## src/design/sgf_tok_pkg.sv

```systemverilog
// ----------------------------------------------------------------------------
// sgf_tok_pkg
// Shared types and constants for the game-record property tokenizer.
// ----------------------------------------------------------------------------
package sgf_tok_pkg;

   localparam int LINE_COUNT_WIDTH_DEF = 16;

   localparam logic [7:0] CH_LBRACK = 8'h5b;  // '['
   localparam logic [7:0] CH_RBRACK = 8'h5d;  // ']'
   localparam logic [7:0] CH_SEMI   = 8'h3b;  // ';'
   localparam logic [7:0] CH_LPAREN = 8'h28;  // '('
   localparam logic [7:0] CH_RPAREN = 8'h29;  // ')'
   localparam logic [7:0] CH_BSLASH = 8'h5c;  // '\'
   localparam logic [7:0] CH_NL     = 8'h0a;

   localparam logic [15:0] LINE_OUT_MAX = 16'hffff;

   typedef enum logic [2:0] {
      EV_VALUE_BYTE = 3'd0,
      EV_VALUE_END  = 3'd1,
      EV_PROP_DONE  = 3'd2,
      EV_PUNCT      = 3'd3,
      EV_BAD_TOKEN  = 3'd4
   } event_kind_type;

   typedef enum logic [1:0] {
      PH_NAME  = 2'd0,
      PH_VALUE = 2'd1,
      PH_AFTER = 2'd2
   } lex_phase_type;

   typedef struct packed {
      event_kind_type kind;
      logic [15:0]    tok;
      logic [7:0]     vbyte;
      logic [15:0]    line;
      logic           last;
   } result_type;

   typedef struct packed {
      logic [1:0] count;
      result_type r0;
      result_type r1;
   } lex_out_type;

   typedef struct packed {
      logic           hit;
      event_kind_type kind;
      logic [15:0]    tok;
      logic           clr;
      logic           to_value;
      logic [15:0]    code;
      logic [1:0]     len;
   } name_res_type;

endpackage

```

## src/design/sgf_tok_lexer.sv

```systemverilog
// ----------------------------------------------------------------------------
// sgf_tok_lexer
// Lexer state and the per-byte decode producing up to two result items.
// ----------------------------------------------------------------------------
module sgf_tok_lexer
   import sgf_tok_pkg::*;
#(
   parameter int LINE_COUNT_WIDTH = LINE_COUNT_WIDTH_DEF
) (
   input  logic        clock,
   input  logic        reset,
   input  logic        step,
   input  logic [7:0]  text_byte,
   input  logic        end_of_input,
   output lex_out_type lex_out
);

   lex_phase_type               phase_ff, phase_in;
   logic                        esc_ff, esc_in;
   logic [15:0]                 code_ff, code_in;
   logic [1:0]                  len_ff, len_in;
   logic [LINE_COUNT_WIDTH-1:0] line_ff, line_in;
   logic [31:0]                 line_ext;
   logic [15:0]                 line_sat;
   name_res_type                nr;

   function automatic logic is_space(input logic [7:0] c);
      return (c inside {[8'h09:8'h0d], 8'h20});
   endfunction

   function automatic name_res_type name_lex(input logic [7:0] c, input logic esc,
                                             input logic [15:0] code,
                                             input logic [1:0] len);
      name_res_type r;
      logic         lower;
      logic         punct;
      r        = '0;
      r.kind   = EV_VALUE_BYTE;
      r.code   = code;
      r.len    = len;
      lower    = (c inside {[8'h61:8'h7a]});
      punct    = (c == CH_SEMI) || (c == CH_LPAREN) || (c == CH_RPAREN);
      if (!esc && code == 16'h0 && punct) begin
         r.hit  = 1'b1;
         r.kind = EV_PUNCT;
         r.tok  = {8'h00, c};
         r.clr  = 1'b1;
      end else if (!lower && !is_space(c) && c != CH_LBRACK) begin
         if (len >= 2'd2) begin
            r.hit  = 1'b1;
            r.kind = EV_BAD_TOKEN;
            r.clr  = 1'b1;
         end else begin
            r.code = code | ((len == 2'd0) ? {8'h00, c} : {c, 8'h00});
            r.len  = len + 2'd1;
         end
      end else if (!esc && c == CH_LBRACK) begin
         r.to_value = 1'b1;
      end
      return r;
   endfunction

   always_comb begin
      phase_in = phase_ff;
      esc_in   = esc_ff;
      code_in  = code_ff;
      len_in   = len_ff;
      line_in  = line_ff;
      lex_out  = '0;
      nr       = '0;
      lex_out.r0.kind = EV_VALUE_BYTE;
      lex_out.r1.kind = EV_VALUE_BYTE;

      if (end_of_input) begin
         lex_out.count = 2'd1;
         if (phase_ff == PH_AFTER) begin
            lex_out.r0.kind = EV_PROP_DONE;
            lex_out.r0.tok  = code_ff;
         end else begin
            lex_out.r0.kind = EV_BAD_TOKEN;
         end
         phase_in = PH_NAME;
         esc_in   = 1'b0;
         code_in  = '0;
         len_in   = '0;
      end else begin
         if (text_byte == CH_NL && line_ff != '1) begin
            line_in = line_ff + 1'b1;
         end
         esc_in = !esc_ff && (text_byte == CH_BSLASH);
         case (phase_ff)
            PH_VALUE: begin
               lex_out.count = 2'd1;
               if (!esc_ff && text_byte == CH_RBRACK) begin
                  phase_in        = PH_AFTER;
                  lex_out.r0.kind = EV_VALUE_END;
               end else begin
                  lex_out.r0.vbyte = text_byte;
               end
            end
            PH_AFTER: begin
               if (!esc_ff && text_byte == CH_LBRACK) begin
                  phase_in = PH_VALUE;
               end else if (!is_space(text_byte) && text_byte != CH_LBRACK) begin
                  // property ends; this byte starts the next token
                  lex_out.count   = 2'd1;
                  lex_out.r0.kind = EV_PROP_DONE;
                  lex_out.r0.tok  = code_ff;
                  nr       = name_lex(text_byte, 1'b0, 16'h0, 2'd0);
                  phase_in = nr.to_value ? PH_VALUE : PH_NAME;
                  esc_in   = (text_byte == CH_BSLASH) && !nr.clr;
                  code_in  = nr.clr ? 16'h0 : nr.code;
                  len_in   = nr.clr ? 2'd0 : nr.len;
                  if (nr.hit) begin
                     lex_out.count   = 2'd2;
                     lex_out.r1.kind = nr.kind;
                     lex_out.r1.tok  = nr.tok;
                  end
               end
            end
            default: begin
               nr = name_lex(text_byte, esc_ff, code_ff, len_ff);
               if (nr.to_value) begin
                  phase_in = PH_VALUE;
               end
               code_in = nr.code;
               len_in  = nr.len;
               if (nr.clr) begin
                  phase_in = PH_NAME;
                  esc_in   = 1'b0;
                  code_in  = '0;
                  len_in   = '0;
               end
               if (nr.hit) begin
                  lex_out.count   = 2'd1;
                  lex_out.r0.kind = nr.kind;
                  lex_out.r0.tok  = nr.tok;
               end
            end
         endcase
      end

      lex_out.r0.line = line_sat;
      lex_out.r1.line = line_sat;
      lex_out.r0.last = (lex_out.count == 2'd1);
      lex_out.r1.last = 1'b1;
   end

   assign line_ext = 32'(line_in);
   assign line_sat = (line_ext > 32'(LINE_OUT_MAX)) ? LINE_OUT_MAX : line_ext[15:0];

   always_ff @(posedge clock) begin
      if (reset) begin
         phase_ff <= PH_NAME;
         esc_ff   <= 1'b0;
         code_ff  <= '0;
         len_ff   <= '0;
         line_ff  <= LINE_COUNT_WIDTH'(1);
      end else if (step) begin
         phase_ff <= phase_in;
         esc_ff   <= esc_in;
         code_ff  <= code_in;
         len_ff   <= len_in;
         line_ff  <= line_in;
      end
   end

   a_eoi_clears: assert property (@(posedge clock) disable iff (reset)
      (step && end_of_input) |=> (phase_ff == PH_NAME && !esc_ff && code_ff == 16'h0
                                  && len_ff == 2'd0))
      else $error("token state not cleared after end of input");

   a_line_inc: assert property (@(posedge clock) disable iff (reset)
      (step && !end_of_input && text_byte == CH_NL && line_ff != '1)
         |=> (line_ff == $past(line_ff) + 1'b1))
      else $error("line counter missed a newline");

endmodule

```

## src/design/sgf_tok_out.sv

```systemverilog
// ----------------------------------------------------------------------------
// sgf_tok_out
// Two-slot result register; the second slot holds the follow-on item of a
// byte that yields two results.
// ----------------------------------------------------------------------------
module sgf_tok_out
   import sgf_tok_pkg::*;
(
   input  logic        clock,
   input  logic        reset,
   input  logic        load,
   input  lex_out_type lex_out,
   output logic        can_take,
   output logic        rsp_tvalid,
   input  logic        rsp_tready,
   output logic [39:0] rsp_tdata,   // token_code[15:0], value_byte[23:16], line_number[39:24]
   output logic [2:0]  rsp_tuser,   // event_kind
   output logic        rsp_tlast
);

   logic       s0_v_ff, s0_v_in, s1_v_ff, s1_v_in;
   result_type s0_ff, s0_in, s1_ff, s1_in;
   logic       pop;

   assign pop      = s0_v_ff && rsp_tready;
   assign can_take = !s1_v_ff && (!s0_v_ff || pop);

   always_comb begin
      s0_v_in = s0_v_ff;
      s1_v_in = s1_v_ff;
      s0_in   = s0_ff;
      s1_in   = s1_ff;
      if (pop) begin
         s0_v_in = 1'b0;
      end
      if (pop && s1_v_ff) begin
         s0_v_in = 1'b1;
         s0_in   = s1_ff;
         s1_v_in = 1'b0;
      end
      if (load && lex_out.count != 2'd0) begin
         s0_v_in = 1'b1;
         s0_in   = lex_out.r0;
         s1_v_in = (lex_out.count == 2'd2);
         s1_in   = lex_out.r1;
      end
   end

   always_ff @(posedge clock) begin
      if (reset) begin
         s0_v_ff <= 1'b0;
         s1_v_ff <= 1'b0;
      end else begin
         s0_v_ff <= s0_v_in;
         s1_v_ff <= s1_v_in;
      end
      s0_ff <= s0_in;
      s1_ff <= s1_in;
   end

   assign rsp_tvalid = s0_v_ff;
   assign rsp_tdata  = {s0_ff.line, s0_ff.vbyte, s0_ff.tok};
   assign rsp_tuser  = s0_ff.kind;
   assign rsp_tlast  = s0_ff.last;

   a_slot_order: assert property (@(posedge clock) disable iff (reset)
      s1_v_ff |-> s0_v_ff)
      else $error("second slot valid with first slot empty");

   a_run_tail: assert property (@(posedge clock) disable iff (reset)
      (s0_v_ff && !s0_ff.last) |-> s1_v_ff)
      else $error("non-final item without its follow-on item");

endmodule

```

## src/design/sgf_property_tokenizer.sv

```systemverilog
// ----------------------------------------------------------------------------
// sgf_property_tokenizer
// Byte-stream lexer for game-record text: punctuation, property names, raw
// value bytes, value/property end and bad-token events with a running line count.
// ----------------------------------------------------------------------------
//  channel  dir  tdata                         tuser        tlast
//  req_     in   text_byte[7:0]                end_of_input -
//  rsp_     out  token,value_byte,line_number  event_kind   last_of_run
//
//  One byte per cycle while rsp_tready is high: input register, decode,
//  result register. A byte that yields two items (property done plus
//  punctuation or error) holds the next byte until the second item drains.
//  Synchronous active-high reset; line count restarts at 1.
//  rsp_tready low stalls the result slots, then the input register, then req_.
module sgf_property_tokenizer
   import sgf_tok_pkg::*;
#(
   parameter int LINE_COUNT_WIDTH = LINE_COUNT_WIDTH_DEF
) (
   input  logic        clock,
   input  logic        reset,
   input  logic        req_tvalid,
   output logic        req_tready,
   input  logic [7:0]  req_tdata,   // text_byte
   input  logic        req_tuser,   // end_of_input
   output logic        rsp_tvalid,
   input  logic        rsp_tready,
   output logic [39:0] rsp_tdata,   // token_code[15:0], value_byte[23:16], line_number[39:24]
   output logic [2:0]  rsp_tuser,   // event_kind
   output logic        rsp_tlast
);

   logic        in_v_ff, in_v_in;
   logic [7:0]  in_byte_ff;
   logic        in_eoi_ff;
   logic        can_take;
   logic        step;
   lex_out_type lex_out;

   assign step       = in_v_ff && can_take;
   assign req_tready = !in_v_ff || step;
   assign in_v_in    = (req_tvalid && req_tready) ? 1'b1 : (step ? 1'b0 : in_v_ff);

   always_ff @(posedge clock) begin
      if (reset) begin
         in_v_ff <= 1'b0;
      end else begin
         in_v_ff <= in_v_in;
      end
      if (req_tvalid && req_tready) begin
         in_byte_ff <= req_tdata;
         in_eoi_ff  <= req_tuser;
      end
   end

   sgf_tok_lexer #(
      .LINE_COUNT_WIDTH(LINE_COUNT_WIDTH)
   ) u_lexer (
      .clock       (clock),
      .reset       (reset),
      .step        (step),
      .text_byte   (in_byte_ff),
      .end_of_input(in_eoi_ff),
      .lex_out     (lex_out)
   );

   sgf_tok_out u_out (
      .clock     (clock),
      .reset     (reset),
      .load      (step),
      .lex_out   (lex_out),
      .can_take  (can_take),
      .rsp_tvalid(rsp_tvalid),
      .rsp_tready(rsp_tready),
      .rsp_tdata (rsp_tdata),
      .rsp_tuser (rsp_tuser),
      .rsp_tlast (rsp_tlast)
   );

endmodule
```

## config.mk

```make
export PLATFORM = sky130hd
export DESIGN_NAME = sgf_property_tokenizer
export DESIGN_NICKNAME = d
export VERILOG_FILES = /design/src/design/sgf_tok_pkg.sv /design/src/design/sgf_tok_lexer.sv /design/src/design/sgf_tok_out.sv /design/src/design/sgf_property_tokenizer.sv
export SDC_FILE = /design/constraint.sdc
export NUM_CORES = 1
export LEC_CHECK = 0
export BUFFER_PORTS_ARGS = -buffer_cell sky130_fd_sc_hd__buf_4
export CAP_MARGIN = 30
export CORE_UTILIZATION = 26
export CTS_CLUSTER_DIAMETER = 150
export DETAILED_ROUTE_END_ITERATION = 6
export PLACE_DENSITY_LB_ADDON = 0.12
export REMOVE_ABC_BUFFERS = 1
export SKIP_CTS_REPAIR_TIMING = 1
export SLEW_MARGIN = 15
export SYNTH_ARGS = -nofsm -noshare
export SYNTH_HDL_FRONTEND = slang
export SYNTH_HIERARCHICAL = 1
export SYNTH_SLANG_ARGS = --single-unit
```

## constraint.sdc

```tcl
create_clock -name clock -period 3.75 [get_ports clock]
set_input_delay 0.75 -clock clock [delete_from_list [all_inputs] [get_ports clock]]
set_output_delay 0.75 -clock clock [all_outputs]
set_load 0.05 [all_outputs]
```

==> impl_metrics.yaml <==
outcome:
  outcome: "complete, no violations"
yosys:
  synth_seq_cells: 137
  synth.avg_cell_area_sq_um: 12.4
  synth_cell_types: 73
  synthCells: 541
  syn-cell-area_sq_mm: 0.00672
  yosysSeqAreaShare_pct: 55.2
  yosysWarnings: 6
  synthFlopType: "edfxtp_1"
  synth_edf_count: 97
  async_flop_share_pct: 0
timing:
  slew_headroom_pct: 51.1
  max_freq_mhz: 311
  skew_ps: 9.61
  rsz0062_at_grt: "false"
  hold_viol: 0
  tightest_slew_ps: 730
  maxSlewViolCount: 0
  min_period_ps: 3210
  worst_slack_ps: 539
  setup_violations: 0
  post-route-period-util_pct: 85.6
detailed_routing:
  wirelength_um: 14600
  first_iter_violations: 191
  remaining_drc_errors: 0
  dr.pass1.iters: 4
  ant_nets: 0
  viasPerCell: 4.37
  vias: 4060
  wl_per_cell_um: 15.7
floorplan:
  die-height_um: 163
  pin_count: 59
  dieArea_sq_mm: 0.0265
  start_util_pct: 26.6
  die_w_um: 163
  row_count: 58
  core-area_sq_mm: 0.0253
final_layout:
  syn2layout_area_growth_pct: 18.3
  finalInstanceArea_sq_mm: 0.00795
  fill_cells: 2574
  nNetsFinal: 604
  drive_above_1_share_pct: 28.4
  antenna_cells: 0
placed_design:
  dp_slack_ps: 538
  port_buffers: 58
  postPlaceCellArea_sq_mm: 0.00729
  place.gp.congestion: 0.772
  dp_hpwl_um: 10200
clocking:
  tritoncts: "done"
  path_clk_slew_ps: 60
  clock_latency_ps: 420
  cts_made_buffers: 17
  root_buffer: "clkbuf_16"
  h-tree-depth: 4
  clock_sinks: 137
  clockBufferDepth: 2
setup_path:
  cp-start-kind: "register"
  cp-end-kind: "register"
  critPathArrivalTime_ps: 3280
  crit_path_max_incr_delay_ps: 680
  crit_chain: "and3_1 > o2111ai_4 > or3_1 > o311ai_0 > a21o_1 > o21ai_4 > buf_4 > nand2_2 > buf_4"
  required_ps: 3820
  crit_top_cell: "buf_4"
  crit_slowest_cell: "edfxtp_1"
  cp_max_fo: 30
  crit_type: "register to register"
power_and_ir_drop:
  p_leak_nw: 3.02
  vdd_drop_max_v: 0.000248
  p_total_mw: 3.87
  powerDensity_mw_per_mm2: 487
grt:
  use_met3_pct: 2.88
  grt_overflow: 0
  grt_pass1_wl_um: 23600
  grt_use_met2_pct: 16.6
  grt_max_degree: 35
  grt.busiest_layer: "met1"
  grt.total_usage_pct: 11.8
  grt_antenna_before_repair: 0
  grt_use_met1_pct: 16.9
  first_global_vias: 4150
worst_hold_path:
  min_path_type: "register to register"
job:
  drv_cap: 0
## area by class of cell
class                   instances  area (sq um)  area share [%]
clock buffers                  18           429            5.40
clock inverters                14           228            2.86
inverters                      16          60.1           0.755
multi-input cells             343          2570            32.4
flip-flops and latches        137          3710            46.7
well taps                     330           413            5.19
repair buffers                 71           533            6.70
## sequential cells by signal, indices dropped and copies added, names as in the netlist
name,flops
u_lexer/line_ff,16
in_v_ff,1
u_out/s1_ff,44
u_out/rsp_tdata,40
u_out/rsp_tvalid,1
u_lexer/esc_ff,1
in_eoi_ff,1
u_out/rsp_tlast,1
u_lexer/code_ff,16
u_out/rsp_tuser,3
u_out/s1_v_ff,1
u_lexer/phase_ff,2
u_lexer/len_ff,2
in_byte_ff,8
## routing by layer
metal | part of all wire [%] | wire length, um
met4 | 1.6 | 240
met1 | 52 | 7620
met3 | 3.7 | 535
met2 | 43 | 6220
met5 | 0 | 0
## final timing paths
path | startpoint | endpoint | slack, ps | cells past startpoint
max | in_byte_ff[0] | u_out/rsp_tdata[9] | 540 | 9
min | u_lexer/phase_ff[0] | u_lexer/phase_ff[0] | 490 | 2
max reg2reg | in_byte_ff[0] | u_out/rsp_tdata[9] | 540 | 9
min reg2reg | u_lexer/phase_ff[0] | u_lexer/phase_ff[0] | 490 | 2
## metrics by stage
step	setup TNS (ps)	hold slack, ps	utilization, %	instances
3_5_place_dp	0	477	28.9	897
2_1_floorplan	-135360	448	-	496
4_1_cts	0	477	31.5	929
3_3_place_gp	0	469	28.9	897
5_1_grt	0	483	31.5	929
6_report	0	487	31.5	929
## Yosys cell counts (2+ instances only)
master | instances | share of area [%]
a21oi_1 | 7 | 0.52
nor3_1 | 4 | 0.30
o21ai_0 | 3 | 0.22
nor2_1 | 43 | 2.4
or3_1 | 4 | 0.37
mux2_2 | 18 | 3.0
or2_2 | 2 | 0.19
nor2b_1 | 8 | 0.74
conb_1 | 2 | 0.11
buf_6 | 2 | 0.33
mux2_4 | 27 | 6.0
nand3_2 | 2 | 0.30
clkbuf_1 | 11 | 0.61
buf_12 | 2 | 0.60
nand2_1 | 33 | 1.8
nor4_1 | 5 | 0.47
nand3_1 | 13 | 0.97
buf_4 | 39 | 4.4
a21oi_2 | 2 | 0.26
dfxtp_1 | 40 | 12
o31ai_1 | 2 | 0.22
a32o_1 | 7 | 1.0
and2_1 | 27 | 2.5
and4_1 | 5 | 0.65
nand2b_1 | 3 | 0.28
a41oi_1 | 10 | 1.3
edfxtp_1 | 97 | 43
a31o_2 | 2 | 0.26
a311oi_1 | 2 | 0.26
ha_1 | 5 | 0.93
xnor2_1 | 11 | 1.4
nand4_1 | 13 | 1.2
inv_1 | 15 | 0.84
mux2i_1 | 2 | 0.30
and3_1 | 8 | 0.74
a31oi_2 | 2 | 0.37
a21o_1 | 3 | 0.33
xor2_1 | 18 | 2.3
o21ai_2 | 2 | 0.26
buf_2 | 7 | 0.52
## where the power goes
group / internal, mW / leakage, nW / switching [mW]
Clock: 1.24 / 0.319 / 0.637
Combinational: 0.106 / 1.47 / 0.186
Sequential: 1.67 / 1.23 / 0.0302
## logic make-up (layout without fill, tap and decap cells)
kind of cell / count (synthesis) / count (layout) / synth area share, %
mux: 48 / 48 / 9.51
buf+inv: 80 / 119 / 7.67
compound gates: 56 / 56 / 7.43
simple gates: 184 / 184 / 15.3
other cells: 2 / 21 / 0.112
xor+xnor: 29 / 29 / 3.78
fa+ha+maj: 5 / 5 / 0.931
flops: 137 / 137 / 55.2
## critical path, delay by kind of cell, from the launching register on
| family | cells | cell delay, ps |
|---|---|---|
| compound gates | 4 | 690 |
| simple gates | 3 | 870 |
| flops | 1 | 680 |
| buf+inv | 2 | 590 |
## cell usage in the layout (no fill, tap or decap), types with 8 or more instances in the layout
master,Yosys,final
a41oi_1,10,10
and2_1,27,27
and3_1,8,8
buf_4,39,71
clkbuf_16,0,17
conb_1,2,21
dfxtp_1,40,40
edfxtp_1,97,97
inv_1,15,15
mux2_2,18,18
mux2_4,27,27
nand2_1,33,32
nand3_1,13,13
nand4_1,13,13
nor2_1,43,43
nor2b_1,8,8
xnor2_1,11,11
xor2_1,18,18
Power figures use the tool's default switching activity.
